--- src/sv/pid_axis_motor_drive_core_macros.svh ---
// Assertion macros shared by the motor drive core.
`ifndef PID_AXIS_MOTOR_DRIVE_CORE_MACROS_SVH
`define PID_AXIS_MOTOR_DRIVE_CORE_MACROS_SVH

// Same-cycle implication, disabled while reset is held.
`define PMD_ASSERT_IMP(label, clk, rst_n, ante, cons, msg) \
    label: assert property (@(posedge clk) disable iff (!rst_n) (ante) |-> (cons)) \
        else $error(msg);

// Next-cycle implication, disabled while reset is held.
`define PMD_ASSERT_NXT(label, clk, rst_n, ante, cons, msg) \
    label: assert property (@(posedge clk) disable iff (!rst_n) (ante) |=> (cons)) \
        else $error(msg);

`endif

--- src/sv/pmd_pkg.sv ---
// Shared constants, control word types and microprogram for the motor drive core.
`timescale 1ns / 1ps

package pmd_pkg;

    // Field widths
    localparam int ANGLE_BITS = 16;
    localparam int ERR_W      = ANGLE_BITS + 1;
    localparam int GAIN_W     = 24;
    localparam int EL_W       = 16;
    localparam int RATE_W     = 16;
    localparam int DUTY_W     = 8;
    localparam int PID_W      = 48;

    // Datapath widths
    localparam int MUL_W      = 25;
    localparam int PROD_W     = 2 * MUL_W;
    localparam int ACC_W      = 64;
    localparam int IMAG_SPLIT = PID_W / 2;
    localparam int IPROD_W    = PID_W + GAIN_W;
    localparam int DIVD_W     = 40;
    localparam int DIV_RADIX  = 4;
    localparam int DIV_STEPS  = DIVD_W / DIV_RADIX;
    localparam int DIV_CNT_W  = $clog2(DIV_STEPS + 1);

    localparam logic [ANGLE_BITS-1:0] ANGLE_QUARTER = {2'b01, {(ANGLE_BITS-2){1'b0}}};
    localparam logic [ANGLE_BITS-1:0] ANGLE_HALF    = {1'b1, {(ANGLE_BITS-1){1'b0}}};

    localparam int ITERM_LIMIT_SHIFT = 60;
    localparam logic [IPROD_W-1:0] ITERM_LIMIT =
        {{(IPROD_W-1){1'b0}}, 1'b1} << ITERM_LIMIT_SHIFT;

    localparam int DUTY_CLAMP_W = 18;
    localparam logic [DUTY_CLAMP_W-1:0] DUTY_CLAMP = 18'd131072;
    localparam int SCALE_W = 7;
    localparam logic [SCALE_W-1:0] DUTY_SCALE = 7'd100;
    localparam int DUTY_FRAC     = 16;
    localparam int MANUAL_SHIFT  = 9;
    localparam logic [DUTY_W-1:0] DUTY_SAT       = 8'd255;
    localparam logic [DUTY_W-1:0] TRACK_DUTY_MAX = 8'd200;

    // Configuration port
    localparam int CFG_IDX_W  = 3;
    localparam int CFG_DATA_W = GAIN_W;
    localparam logic [CFG_IDX_W-1:0] CFG_KP    = 3'd0;
    localparam logic [CFG_IDX_W-1:0] CFG_KI    = 3'd1;
    localparam logic [CFG_IDX_W-1:0] CFG_KD    = 3'd2;
    localparam logic [CFG_IDX_W-1:0] CFG_TRACK = 3'd3;
    localparam logic [CFG_IDX_W-1:0] CFG_ALT   = 3'd4;

    // Datapath operations
    typedef logic [3:0] t_op;
    localparam t_op OP_NOP       = 4'd0;
    localparam t_op OP_PREP      = 4'd1;
    localparam t_op OP_INTEG     = 4'd2;
    localparam t_op OP_ACC_LOAD  = 4'd3;
    localparam t_op OP_DIV_START = 4'd4;
    localparam t_op OP_IHI       = 4'd5;
    localparam t_op OP_ILO       = 4'd6;
    localparam t_op OP_ILIM      = 4'd7;
    localparam t_op OP_IADD      = 4'd8;
    localparam t_op OP_DSUB      = 4'd9;
    localparam t_op OP_SAT       = 4'd10;
    localparam t_op OP_OUT_T     = 4'd11;
    localparam t_op OP_OUT_M     = 4'd12;

    // Multiplier operand selection
    typedef logic [2:0] t_mul;
    localparam t_mul MUL_NONE   = 3'd0;
    localparam t_mul MUL_ERR_EL = 3'd1;
    localparam t_mul MUL_KP_ERR = 3'd2;
    localparam t_mul MUL_KD_DM  = 3'd3;
    localparam t_mul MUL_KI_HI  = 3'd4;
    localparam t_mul MUL_KI_LO  = 3'd5;

    // Hold conditions
    typedef logic [1:0] t_hold;
    localparam t_hold WAIT_NONE = 2'd0;
    localparam t_hold WAIT_DIV  = 2'd1;
    localparam t_hold WAIT_OUT  = 2'd2;

    // Branch kinds
    typedef logic [1:0] t_br;
    localparam t_br BR_NEXT   = 2'd0;
    localparam t_br BR_MANUAL = 2'd1;
    localparam t_br BR_END    = 2'd2;

    localparam int PC_W = 4;
    typedef logic [PC_W-1:0] t_pc;

    localparam t_pc UPC_PREP   = 4'd0;
    localparam t_pc UPC_MUL_EE = 4'd1;
    localparam t_pc UPC_INTEG  = 4'd2;
    localparam t_pc UPC_PTERM  = 4'd3;
    localparam t_pc UPC_DSTART = 4'd4;
    localparam t_pc UPC_IHI    = 4'd5;
    localparam t_pc UPC_ILO    = 4'd6;
    localparam t_pc UPC_ILIM   = 4'd7;
    localparam t_pc UPC_IADD   = 4'd8;
    localparam t_pc UPC_DWAIT  = 4'd9;
    localparam t_pc UPC_DSUB   = 4'd10;
    localparam t_pc UPC_SAT    = 4'd11;
    localparam t_pc UPC_OUT_T  = 4'd12;
    localparam t_pc UPC_OUT_M  = 4'd13;

    typedef struct packed {
        t_op   op;
        t_mul  mul;
        t_hold hold;
        t_br   br;
        t_pc   target;
    } t_uword;

    typedef struct packed {
        logic load;
        t_op  op;
        t_mul mul;
    } t_ctrl;

    typedef struct packed {
        logic manual;
        logic div_busy;
        logic out_full;
    } t_status;

    // Microprogram. The multiplier result of one step is used by the next.
    function automatic t_uword f_urom(input t_pc pc);
        t_uword w;
        unique case (pc)
            UPC_PREP:   w = '{OP_PREP,      MUL_NONE,   WAIT_NONE, BR_MANUAL, UPC_OUT_M};
            UPC_MUL_EE: w = '{OP_NOP,       MUL_ERR_EL, WAIT_NONE, BR_NEXT,   UPC_PREP};
            UPC_INTEG:  w = '{OP_INTEG,     MUL_KP_ERR, WAIT_NONE, BR_NEXT,   UPC_PREP};
            UPC_PTERM:  w = '{OP_ACC_LOAD,  MUL_KD_DM,  WAIT_NONE, BR_NEXT,   UPC_PREP};
            UPC_DSTART: w = '{OP_DIV_START, MUL_KI_HI,  WAIT_NONE, BR_NEXT,   UPC_PREP};
            UPC_IHI:    w = '{OP_IHI,       MUL_KI_LO,  WAIT_NONE, BR_NEXT,   UPC_PREP};
            UPC_ILO:    w = '{OP_ILO,       MUL_NONE,   WAIT_NONE, BR_NEXT,   UPC_PREP};
            UPC_ILIM:   w = '{OP_ILIM,      MUL_NONE,   WAIT_NONE, BR_NEXT,   UPC_PREP};
            UPC_IADD:   w = '{OP_IADD,      MUL_NONE,   WAIT_NONE, BR_NEXT,   UPC_PREP};
            UPC_DWAIT:  w = '{OP_NOP,       MUL_NONE,   WAIT_DIV,  BR_NEXT,   UPC_PREP};
            UPC_DSUB:   w = '{OP_DSUB,      MUL_NONE,   WAIT_NONE, BR_NEXT,   UPC_PREP};
            UPC_SAT:    w = '{OP_SAT,       MUL_NONE,   WAIT_NONE, BR_NEXT,   UPC_PREP};
            UPC_OUT_T:  w = '{OP_OUT_T,     MUL_NONE,   WAIT_OUT,  BR_END,    UPC_PREP};
            UPC_OUT_M:  w = '{OP_OUT_M,     MUL_NONE,   WAIT_OUT,  BR_END,    UPC_PREP};
            default:    w = '{OP_NOP,       MUL_NONE,   WAIT_NONE, BR_END,    UPC_PREP};
        endcase
        return w;
    endfunction

endpackage

--- src/sv/pmd_seq.sv ---
// Microcode sequencer: step counter, control store and branch logic.
`timescale 1ns / 1ps

module pmd_seq (
    input  logic             i_clk,
    input  logic             i_rst_n,
    input  logic             i_in_valid,
    output logic             o_in_stall,
    input  pmd_pkg::t_status i_status,
    output pmd_pkg::t_ctrl   o_ctrl
);
    import pmd_pkg::*;

    logic   r_busy;
    t_pc    r_pc;
    logic   n_busy;
    t_pc    n_pc;
    t_uword w_uw;
    logic   w_held;
    logic   w_accept;

    assign w_uw     = f_urom(r_pc);
    assign w_accept = i_in_valid & ~r_busy;

    // A held step repeats without touching the datapath.
    assign w_held = r_busy
                  & (((w_uw.hold == WAIT_DIV) & i_status.div_busy)
                   | ((w_uw.hold == WAIT_OUT) & i_status.out_full));

    always_comb begin
        n_busy = r_busy;
        n_pc   = r_pc;
        if (!r_busy) begin
            if (w_accept) begin
                n_busy = 1'b1;
                n_pc   = UPC_PREP;
            end
        end else if (!w_held) begin
            unique case (w_uw.br)
                BR_END:    n_busy = 1'b0;
                BR_MANUAL: n_pc   = i_status.manual ? w_uw.target : PC_W'(r_pc + 1'b1);
                BR_NEXT:   n_pc   = PC_W'(r_pc + 1'b1);
                default:   n_pc   = PC_W'(r_pc + 1'b1);
            endcase
        end
    end

    always_ff @(posedge i_clk) begin
        if (!i_rst_n) begin
            r_busy <= 1'b0;
            r_pc   <= UPC_PREP;
        end else begin
            r_busy <= n_busy;
            r_pc   <= n_pc;
        end
    end

    assign o_in_stall  = r_busy;
    assign o_ctrl.load = w_accept;
    assign o_ctrl.op   = (r_busy & ~w_held) ? w_uw.op : OP_NOP;
    assign o_ctrl.mul  = r_busy ? w_uw.mul : MUL_NONE;

endmodule

--- config.mk ---
export PLATFORM = sky130hd
export DESIGN_NAME = pmd_seq
export DESIGN_NICKNAME = d
export VERILOG_FILES = /design/src/sv/pid_axis_motor_drive_core_macros.svh /design/src/sv/pmd_pkg.sv /design/src/sv/pmd_seq.sv
export SDC_FILE = /design/constraint.sdc
export NUM_CORES = 1
export LEC_CHECK = 0
export BUFFER_PORTS_ARGS = -buffer_cell sky130_fd_sc_hd__buf_2
export CORE_ASPECT_RATIO = 1.4
export CORE_MARGIN = 4
export CORE_UTILIZATION = 30
export DETAILED_ROUTE_END_ITERATION = 16
export PLACE_DENSITY = 0.5
export SYNTH_ARGS = -nofsm -noshare
export SYNTH_HDL_FRONTEND = slang
export SYNTH_SLANG_ARGS = --single-unit
--- constraint.sdc ---
create_clock -name i_clk -period 6.6 [get_ports i_clk]
set_clock_uncertainty 0.15 [all_clocks]
set_input_delay 1.32 -clock i_clk [delete_from_list [all_inputs] [get_ports i_clk]]
set_output_delay 1.32 -clock i_clk [all_outputs]
set_load 0.05 [all_outputs]
Yosys cells after proc, flatten, opt, wreduce, memory -nomap -nowiden
Memory sizes are Yosys's and may differ from the RTL's. A register that Yosys moved wholly into a read port is not among the register bits.
Index checks and enable logic that the tools add are counted.
W data, S select, Z words.
{ "totals": {"inputBits": 6, "rom_bits": 224, "elab_cells": 33, "mem_bits_rw": 0, "latch_bits": 0, "memories": 1, "output_inout_bits": 9, "ff_bits": 5} }
{ "mem_list": {"columns": ["name", "words", "width", "read_ports", "rd_clocked_by_memory_dff", "wr", "line_no", "text"], "rows": [
  ["(no name shown)", 16, 14, 1, 1, 0, "pmd_pkg.sv:129", "unique case (pc)"]
]} }
{ "op_classes": {"shift": 0, "reduce_logical": 2, "bitwise_logic": 8, "n_eq_ne": 6, "div": 0, "order_cmp": 0, "n_mul": 0, "muxes": 13, "add_sub_neg": 1} }
{ "ops": {"columns": ["cell", "count"], "rows": [
  ["$mux W4", 7],
  ["$pmux W4 S2", 1],
  ["$and A1 B1 Y1", 5],
  ["$add A4 B1 Y4 const B", 1],
  ["$eq A2 B1 Y1 const B", 2],
  ["$eq A2 B2 Y1 const B", 2],
  ["$mux W1", 4],
  ["$ne A2 B2 Y1 const B", 2],
  ["$mux W3", 1],
  ["$reduce_and A3 Y1", 1],
  ["$not A1 Y1", 2],
  ["$reduce_bool A2 Y1", 1],
  ["$or A1 B1 Y1", 1]
]} }

Longest topological paths before layout
Gate-level depths: netlist (run 1).
{ "depth": {"ltp_word": 8, "mapped_depth": 10, "ltp_nobuf": 10} }

Worst setup path before layout (run 1)
No wires, ideal clock.
{ "synth_timing": {"kind": "input to output", "startpoint": "in i_status[1] (netlist name)", "endpoint": "out o_ctrl[3] (netlist name)", "required_ns": 5.130, "path_slack_ns": 2.979, "cell_stages": 4, "arrival_ns": 2.151, "path_buffers": 1, "cell_sequence": "nand3b_1 and3_2 buf_2 and2_1"} }
{ "synth_lines": {"columns": ["item", "line_no", "text"], "rows": [
  ["start: declaration", "pmd_seq.sv:9", "input pmd_pkg::t_status i_status,"],
  ["end: declaration", "pmd_seq.sv:10", "output pmd_pkg::t_ctrl o_ctrl"]
]} }

==> summary.md, run 1 <==
| Metric | Value |
|---|---|
| DRC errors left | `0` |
| Register area share after synthesis | `37.8%` |
| Port bufs | `14` |
| Proportion of layout cells with a drive suffix above 1 | `26.4%` |
| HP Class | `flip-flop to flip-flop` |
| Core Region | `2670 um^2` |
| First-pass GRT wire length | `3270 um` |
| H-tree Lvls | `1` |
| Initial DRC count | `20` |
| Met2 GRT Util | `17.3%` |
| FMAX | `273 MHz` |
| Worst-path clk slew | `100 ps` |
| Rel. slew slack | `59.8%` |
| PwrDens | `219 nW/um^2` |
| Fin. Hold Viols | `0` |
| Max-slew violations | `0` |
| Synth unique cells | `38` |
| Critical path depth | `5` |
| Most used cell, CP | `buf_2` |
| Num CTS Buffers | `3` |
| Most common cell after layout, fill and taps aside | `dfxtp_1` |
| CP max stage delay | `270 ps` |
| Vias | `713` |
| Die Y-Extent | `70.9 um` |
| IO Pins | `15` |
| Post-DP HPWL | `1410 um` |
| EDFF count, synth | `0` |
| ANT cells | `0` |
| Met1 Use GR | `14.9%` |
| CTS tree | `yes` |
| DP Area | `938 um^2` |
| Crit path max-delay cell type | `and3_2` |
| CTS sink cnt | `16` |
| FP Rows | `22` |
| Crit end category | `output port` |
| Initial Utilization | `31.7%` |
| Synthesized flop and latch total | `16` |
| # nets final | `121` |
| First-pass detailed-route iteration total | `4` |
| Delay-heaviest family, CP | `simple AND/OR/NAND/NOR gates` |
| Reg2Reg Setup Slack | `4200 ps` |
| Synthesis Warnings | `0` |
| Antenna-violating nets left | `0` |
| Post-CTS setup buffers | `0` |
| Vias in the first global route | `719` |
| Top cell type's share of synthesized area | `37.8%` |
| Async SR Flop Fraction | `0%` |
| Pin count of the biggest net entering global routing | `10` |
| Syn Area/Cell | `8.92 um^2` |
| LEAKAGE | `0.453 nW` |
| Top cell type by total area after synthesis | `dfxtp_1` |
| Die Area | `3750 um^2` |
| Worst-Skew Late Latency | `300 ps` |
| Most frequent cells in the layout | `dfxtp_1, buf_2, and2_1` |
| Worst EP required | `5130 ps` |
| Layout area overhead | `15.1%` |
| Post-Route Setup TNS | `0 ps` |
| Clock tree buffer depth | `2` |
| Busiest grt layer | `met2` |
| CP Class | `input pin to output port` |
| Cells on worst reg2reg path | `10` |
| Slew @ Worst Pin | `598 ps` |
| Primary FF master, synth | `dfxtp_1` |
| Final GP Congestion | `0.771` |
| Grt met3 use | `2.53%` |
| RSZ-0062 raised after global routing | `no` |
| Worst path buffer plus inverter count | `2` |
| Cell Area, Synth | `847 um^2` |
| Startpoint types | `input pin` |
| Die W | `52.9 um` |
| Final setup fails | `0` |
| Synth top area cells | `dfxtp_1, and2_1, ha_1` |
| Clock Tree Root | `clkbuf_4` |
| Via-to-Cell Ratio | `4.88` |
| Arr. time, crit path | `2200 ps` |
| GRT overflow | `0` |
| Max cap viols | `0` |
| Crit path max fanout | `7` |
| Peak VDD IR | `93.5 uV` |
| Tot GR Track Use | `11.6%` |
| Antenna violations before repair | `0` |
| Hold path depth | `2` |
| Post-Route WL | `1820 um` |
| Period utilization | `55.6%` |
| CTS Hold Bufs | `0` |
| Fin area | `975 um^2` |
| Worst path cell trace | `buf_2, nand3b_1, and3_2, and2_1, buf_2` |
| Status | `finished clean` |
| Period minus WS final | `3670 ps` |
| Net count after synthesis | `105` |
| Drt wl/cell | `12.5 um` |
| Post_cts resized | `0` |
| Cell count after synthesis | `95` |
-- tightest hold or removal path: cells and delay by family (launching register included) --
family	cells	cell delay [ps]
DFF	1	370
AOI/OAI and AO/OA	1	110
and+or+nand+nor	1	80
-- layout make-up --
cell class              instances  area, um^2
clock buffers                   4        36.3
fillers                       299        1700
inverters                       8        42.5
multi-input cells              68         460
flip-flops and latches         16         320
well taps                      36        45.0
repair buffers                 14        70.1
-- state kept, by name, summed over array words and instances, names as in the netlist --
register,count
o_in_stall,1
w_uw,11
r_pc,4
-- metrics by stage --
stage	std cells	setup WS, ps	hold slack, ps	power [mW]	utilization (%)
6_report	146	2930	447	0.214	36.5
3_5_place_dp	142	2920	417	0.149	35.1
4_1_cts	146	2920	442	0.215	36.5
5_1_grt	146	2860	522	0.226	36.5
2_1_floorplan	95	2980	375	0.140	-
3_3_place_gp	142	2950	422	0.149	35.1
-- power by group --
| group | internal [mW] | leakage [nW] | switching (mW) | total [mW] |
|---|---|---|---|---|
| clock network | 0.0337 | 0.0210 | 0.0332 | 0.0669 |
| logic | 0.0139 | 0.301 | 0.0276 | 0.0415 |
| registers | 0.102 | 0.131 | 0.00339 | 0.106 |
-- final timing paths --
check / from / to
setup / recovery: i_status[0] / o_ctrl[6]
hold / removal: w_uw[4]$_SDFF_PP0_ / o_in_stall$_SDFF_PN0_
setup reg to reg: w_uw[4]$_SDFF_PP0_ / w_uw[11]$_DFF_P_
hold reg to reg: w_uw[4]$_SDFF_PP0_ / o_in_stall$_SDFF_PN0_
-- layer usage --
layer	wire length [um]	share of wire, %	vias up
met5	0	0	-
met4	80	4.4	0
met3	81	4.4	9
met2	850	47	16
met1	811	44	328
li1	-	-	360
-- synth_stat cells, types with 2 or more instances --
cell type  number
a21oi_1         3
and2_1          9
dfxtp_1        16
ha_1            4
inv_1           6
nand2_1         7
nand2b_1        2
nand3_1         3
nand3b_1        4
nand4_2         2
nor2_1          6
nor3_1          6
o21ai_0         2
-- kinds of logic (layout without fill, tap and decap cells) --
family	after synthesis	count (layout)	synth area share (%)
multiplexers	2	2	2.51
flip-flops	16	16	37.8
AND/OR/NAND/NOR	49	49	35.3
buffers and inverters	11	26	7.83
AO/OA/AOI/OAI	13	13	10.6
adder cells (fa/ha/maj)	4	4	5.91
Note: power is estimated with default switching activity, not from simulation.
==> inputs of run 2 (changes only) <==
- PLACE_DENSITY: 0.5 -> 0.52
- clock period: 6.6 -> 3.3 ns (I/O delays scaled with it)
==> run 2 against run 1 <==
Compared with the run above:
- critical path depth is 6 higher
- non-clock buffer count did not move
- clock-buffer cell count did not move
- sequential power grew 99%
==> summary.md, run 2 (same netlist as run 1, synthesis figures left out) <==
| Metric | Value |
|---|---|
| Final setup fails | `0` |
| CTS sink cnt | `16` |
| Via-to-Cell Ratio | `4.75` |
| Fin. Hold Viols | `0` |
| DRC errors left | `0` |
| HP Class | `flip-flop to flip-flop` |
| Core Region | `2670 um^2` |
| Post-Route Setup TNS | `0 ps` |
| Crit path max fanout | `4` |
| Most used cell, CP | `inv_1` |
| Vias in the first global route | `648` |
| Antenna-violating nets left | `0` |
| Fin area | `975 um^2` |
| Vias | `694` |
| Pin count of the biggest net entering global routing | `10` |
| Worst-path clk slew | `90 ps` |
| First-pass detailed-route iteration total | `3` |
| Die Y-Extent | `70.9 um` |
| CTS Hold Bufs | `0` |
| Layout area overhead | `15.1%` |
| Initial Utilization | `31.7%` |
| Delay-heaviest family, CP | `simple AND/OR/NAND/NOR gates` |
| H-tree Lvls | `1` |
| GRT overflow | `0` |
| Worst path cell trace | `buf_2, nand3b_1, nand4_1, nor2_1, a22oi_1, and2_1, inv_1, ha_1, inv_1, mux2_1, o211ai_1` |
| Most frequent cells in the layout | `dfxtp_1, buf_2, and2_1` |
| Post-CTS setup buffers | `0` |
| Die W | `52.9 um` |
| Die Area | `3750 um^2` |
| Drt wl/cell | `11.6 um` |
| LEAKAGE | `0.453 nW` |
| Period minus WS final | `2410 ps` |
| IO Pins | `15` |
| First-pass GRT wire length | `2890 um` |
| Most common cell after layout, fill and taps aside | `dfxtp_1` |
| Worst EP required | `3360 ps` |
| PwrDens | `431 nW/um^2` |
| Antenna violations before repair | `0` |
| Tot GR Track Use | `10.6%` |
| Period utilization | `73.0%` |
| CP Class | `input pin to flip-flop` |
| RSZ-0062 raised after global routing | `no` |
| FMAX | `415 MHz` |
| Reg2Reg Setup Slack | `960 ps` |
| CP max stage delay | `290 ps` |
| Post-Route WL | `1690 um` |
| Crit path max-delay cell type | `mux2_1` |
| FP Rows | `22` |
| Critical path depth | `11` |
| Post_cts resized | `0` |
| CTS tree | `yes` |
| Slew @ Worst Pin | `614 ps` |
| Arr. time, crit path | `2470 ps` |
| Worst path buffer plus inverter count | `3` |
| Max-slew violations | `0` |
| Max cap viols | `0` |
| Clock Tree Root | `clkbuf_4` |
| Proportion of layout cells with a drive suffix above 1 | `26.4%` |
| Port bufs | `14` |
| Crit end category | `flip-flop` |
| # nets final | `121` |
| Num CTS Buffers | `3` |
| ANT cells | `0` |
| Rel. slew slack | `58.8%` |
| Clock tree buffer depth | `2` |
| Final GP Congestion | `0.802` |
| Post-DP HPWL | `1370 um` |
| Initial DRC count | `9` |
| DP Area | `938 um^2` |
| Status | `finished clean` |
| Peak VDD IR | `160 uV` |
| Hold path depth | `2` |
| Max reg flops | `11` |
| Cells on worst reg2reg path | `10` |
| Worst-Skew Late Latency | `280 ps` |
| Startpoint types | `input pin` |
-- run 2: cell counts in the layout (fill, tap and decap cells not counted) --
Identical to the previous run, type by type.
-- run 2: final cells by class --
| class | count | area (um^2) |
|---|---|---|
| Clock buffer | 4 | 36.3 |
| Fill cell | 290 | 1700 |
| Inverter | 8 | 42.5 |
| Multi-Input combinational cell | 68 | 460 |
| Sequential cell | 16 | 320 |
| Tap cell | 36 | 45.0 |
| Timing Repair Buffer | 14 | 70.1 |
-- run 2: through the flow --
step	hold WS, ps	instances	total power [mW]	util (%)	worst slack [ps]
4_1_cts	438	146	0.424	36.5	895
6_report	448	146	0.420	36.5	890
2_1_floorplan	375	95	0.280	-	938
5_1_grt	512	146	0.444	36.5	731
3_3_place_gp	406	142	0.297	35.1	678
3_5_place_dp	413	142	0.298	35.1	624
-- run 2: where the power goes --
part / internal [mW] / switching [mW]
combinational: 0.0278 / 0.0543
clock: 0.0672 / 0.0597
sequential: 0.204 / 0.00641
total: 0.299 / 0.120
-- run 2: worst paths after layout --
check                          start                     to
setup / recovery         i_status[1]       w_uw[11]$_DFF_P_
hold / removal    w_uw[4]$_SDFF_PP0_  o_in_stall$_SDFF_PN0_
setup reg to reg  w_uw[4]$_SDFF_PP0_       w_uw[11]$_DFF_P_
hold reg to reg   w_uw[4]$_SDFF_PP0_  o_in_stall$_SDFF_PN0_
-- run 2: routing by layer --
layer	track usage, %	part of all wire (%)	vias to the layer above
li1	-	-	358
met1	12.2	44	319
met2	17.3	49	12
met3	2.95	4.5	5
met4	5.97	2.6	0
met5	0	0	-
-- run 2: worst reg2reg max path, delay by kind of cell, from the launching register on --
kind | cells | cell delay [ps]
AO/OA/AOI/OAI | 2 | 350
adder cells (fa/ha/maj) | 1 | 190
buffers and inverters | 2 | 180
flip-flops | 1 | 360
multiplexers | 1 | 290
AND/OR/NAND/NOR | 4 | 760
==> inputs of run 3 (changes only) <==
- ABC_AREA: not set -> 1
- PLACE_DENSITY: 0.52 -> 0.5
- clock period: 3.3 -> 2.5 ns (I/O delays scaled with it)
==> run 3 against run 2 <==
Compared with the run above:
- sequential power is 37% higher
- setup slack worse by 570 ps
- final area is 1.0% lower
- non-clock buffer count stayed put
- register-to-register slack worse by 590 ps
- combinational power is 53% higher
- critical endpoint is now o_ctrl[3]
- largest cell class unchanged
- largest power group unchanged
- highest routed layer unchanged
==> summary.md, run 3 <==
| Metric | Value |
|---|---|
| Status | `finished clean` |
| Primary FF master, synth | `dfxtp_1` |
| Crit end category | `output port` |
| Worst path cell trace | `nand3_1, nor2_1, buf_2` |
| Synthesis Warnings | `0` |
| Pwr Total | `0.544 mW` |
| Slew @ Worst Pin | `465 ps` |
| Startpoint types | `flip-flop` |
| Arr. time, crit path | `1530 ps` |
| PwrDens | `564 nW/um^2` |
| Num CTS Buffers | `3` |
| Clock Tree Root | `clkbuf_4` |
| H-tree Lvls | `1` |
| Via-to-Cell Ratio | `4.36` |
| Antenna-violating nets left | `0` |
| Die Y-Extent | `70.8 um` |
| Die W | `52.9 um` |
| Initial DRC count | `18` |
| Max reg flops | `11` |
| Post-Route WL | `1550 um` |
| Syn Area/Cell | `7.29 um^2` |
| Cell count after synthesis | `116` |
| Worst r2r dst | `w_uw[11]$_DFF_P_` |
| Proportion of layout cells with a drive suffix above 1 | `27.5%` |
| Crit path max-delay cell type | `dfxtp_1` |
| Peak VDD IR | `340 uV` |
| Port bufs | `14` |
| CP max stage delay | `620 ps` |
| XOR/XNOR share of the synthesized area | `1.04%` |
| Period minus WS final | `2180 ps` |
| First-pass detailed-route iteration total | `4` |
| Max cap viols | `0` |
| Vias in the first global route | `693` |
| Top post-synthesis cells by count | `nand2_1, inv_1, dfxtp_1` |
| Net count after synthesis | `126` |
| Most frequent cells in the layout | `nand2_1, inv_1, dfxtp_1` |
| Initial Utilization | `31.7%` |
| Layout area overhead | `14.1%` |
| LEAKAGE | `0.536 nW` |
| Cells on worst reg2reg path | `10` |
| CTS sink cnt | `16` |
| Synth Area in Simple Gates | `38.6%` |
| Synth top area cells | `dfxtp_1, nand2_1, inv_1` |
| FP Rows | `22` |
| Cell Area, Synth | `846 um^2` |
| Final GP Congestion | `0.881` |
| ANT cells | `0` |
| Top cell type by total area after synthesis | `dfxtp_1` |
| CP Class | `flip-flop to output port` |
| FMAX | `459 MHz` |
| CTS tree | `yes` |
| Vias | `728` |
| Fillers | `293` |
| Largest family of logic cells by synthesized area | `simple AND/OR/NAND/NOR gates` |
| EDFF count, synth | `0` |
| Async SR Flop Fraction | `0%` |
| Register area share after synthesis | `37.9%` |
| Worst-path clk slew | `90 ps` |
| Post-Route Setup TNS | `0 ps` |
| Max-slew violations | `0` |
| Antenna violations before repair | `0` |
| Rel. slew slack | `68.9%` |
| Die Area | `3740 um^2` |
| Synth unique cells | `23` |
| Final setup fails | `0` |
| Fin. Hold Viols | `0` |
| Reg2Reg Setup Slack | `370 ps` |
| Clock tree buffer depth | `2` |
| Core Region | `2670 um^2` |
| Crit path max fanout | `12` |
| Post-DP HPWL | `1320 um` |
| # nets final | `143` |
| Synthesized flop and latch total | `16` |
| Drt wl/cell | `9.26 um` |
| Post-CTS setup buffers | `0` |
| Post-synthesis adder-cell area fraction | `5.92%` |
| Worst r2r src | `o_in_stall$_SDFF_PN0_` |
| First-pass GRT wire length | `2780 um` |
| Tot GR Track Use | `9.94%` |
| RSZ-0062 raised after global routing | `no` |
| Worst EP required | `1850 ps` |
| DRC errors left | `0` |
| Most common cell in the synthesized netlist | `nand2_1` |
| Top cell type's share of synthesized area | `37.9%` |
| Synth Area in Compound Gates | `3.85%` |
| Crit path to | `o_ctrl[3]` |
| GRT overflow | `0` |
| Pin count of the biggest net entering global routing | `13` |
| HP Class | `input pin to flip-flop` |
| Worst-Skew Late Latency | `280 ps` |
| Most common cell after layout, fill and taps aside | `nand2_1` |
| Period utilization | `87.1%` |
| IO Pins | `15` |
| CTS Hold Bufs | `0` |
| Post-synthesis mux area share | `0%` |
| Worst setup path start | `o_in_stall$_SDFF_PN0_` |
| Post_cts resized | `0` |
-- run 3: changes by cell type after synthesis, sizes merged, moves of 5 or more --
cell and delta:
and2 -9, nor2 +5, nor3 -6, nand3 +10
inv +14, nand2 +27
-- run 3: how the worst min path moves through the flow --
| stage | cells past startpoint | slack (ps) | startpoint | to |
|---|---|---|---|---|
| 2_1_floorplan | 3 | 450 | w_uw[5]$_SDFF_PP0_ | o_in_stall$_SDFF_PN0_ |
| 3_3_place_gp | 3 | 500 | w_uw[5]$_SDFF_PP0_ | o_in_stall$_SDFF_PN0_ |
| 3_5_place_dp | 3 | 510 | w_uw[5]$_SDFF_PP0_ | o_in_stall$_SDFF_PN0_ |
| 4_1_cts | 3 | 430 | i_rst_n | r_pc[0]$_SDFFE_PN0N_ |
| 5_1_grt | 3 | 450 | i_rst_n | r_pc[0]$_SDFFE_PN0N_ |
| 6_report | 3 | 430 | i_rst_n | r_pc[0]$_SDFFE_PN0N_ |
-- run 3: layout make-up --
class / count / area (um^2) / share of cell area [%]
clock buffer: 3 / 22.5 / 2.33
inverter: 23 / 88.8 / 9.21
multi-input combinational: 75 / 418 / 43.3
sequential: 16 / 320 / 33.2
tap: 36 / 45.0 / 4.67
timing repair buffer: 14 / 70.1 / 7.26
-- run 3: routing by layer --
metal,vias to the layer above,global-route usage (%),wire (um)
met1,321,11.5,678
li1,386,-,-
met3,4,2.95,100
met4,0,4.26,21
met5,-,0,0
met2,17,16.6,745
-- run 3: cell families after synthesis --
kind of cell    after synthesis
simple gates                 64
buf+inv                      25
flops                        16
compound gates                6
fa+ha+maj                     4
xor+xnor                      1
-- run 3: per-stage QoR --
stage	hold WS, ps	instance area, um^2	util, %	worst slack, ps	instances
2_1_floorplan	447	846	-	193	116
3_3_place_gp	500	942	35.3	393	164
3_5_place_dp	511	942	35.3	357	164
4_1_cts	427	965	36.1	267	167
5_1_grt	448	965	36.1	132	167
6_report	429	965	36.1	324	167
-- run 3: worst max-delay path: cells and delay by family, from the launching register on --
family / cells / cell delay [ps]
buffers and inverters: 1 / 270
DFF: 1 / 620
and+or+nand+nor: 2 / 350
-- run 3: power by group --
group	internal [mW]	switching [mW]
combinational	0.0380	0.0878
clock	0.0558	0.0730
sequential	0.276	0.0138
total	0.369	0.175
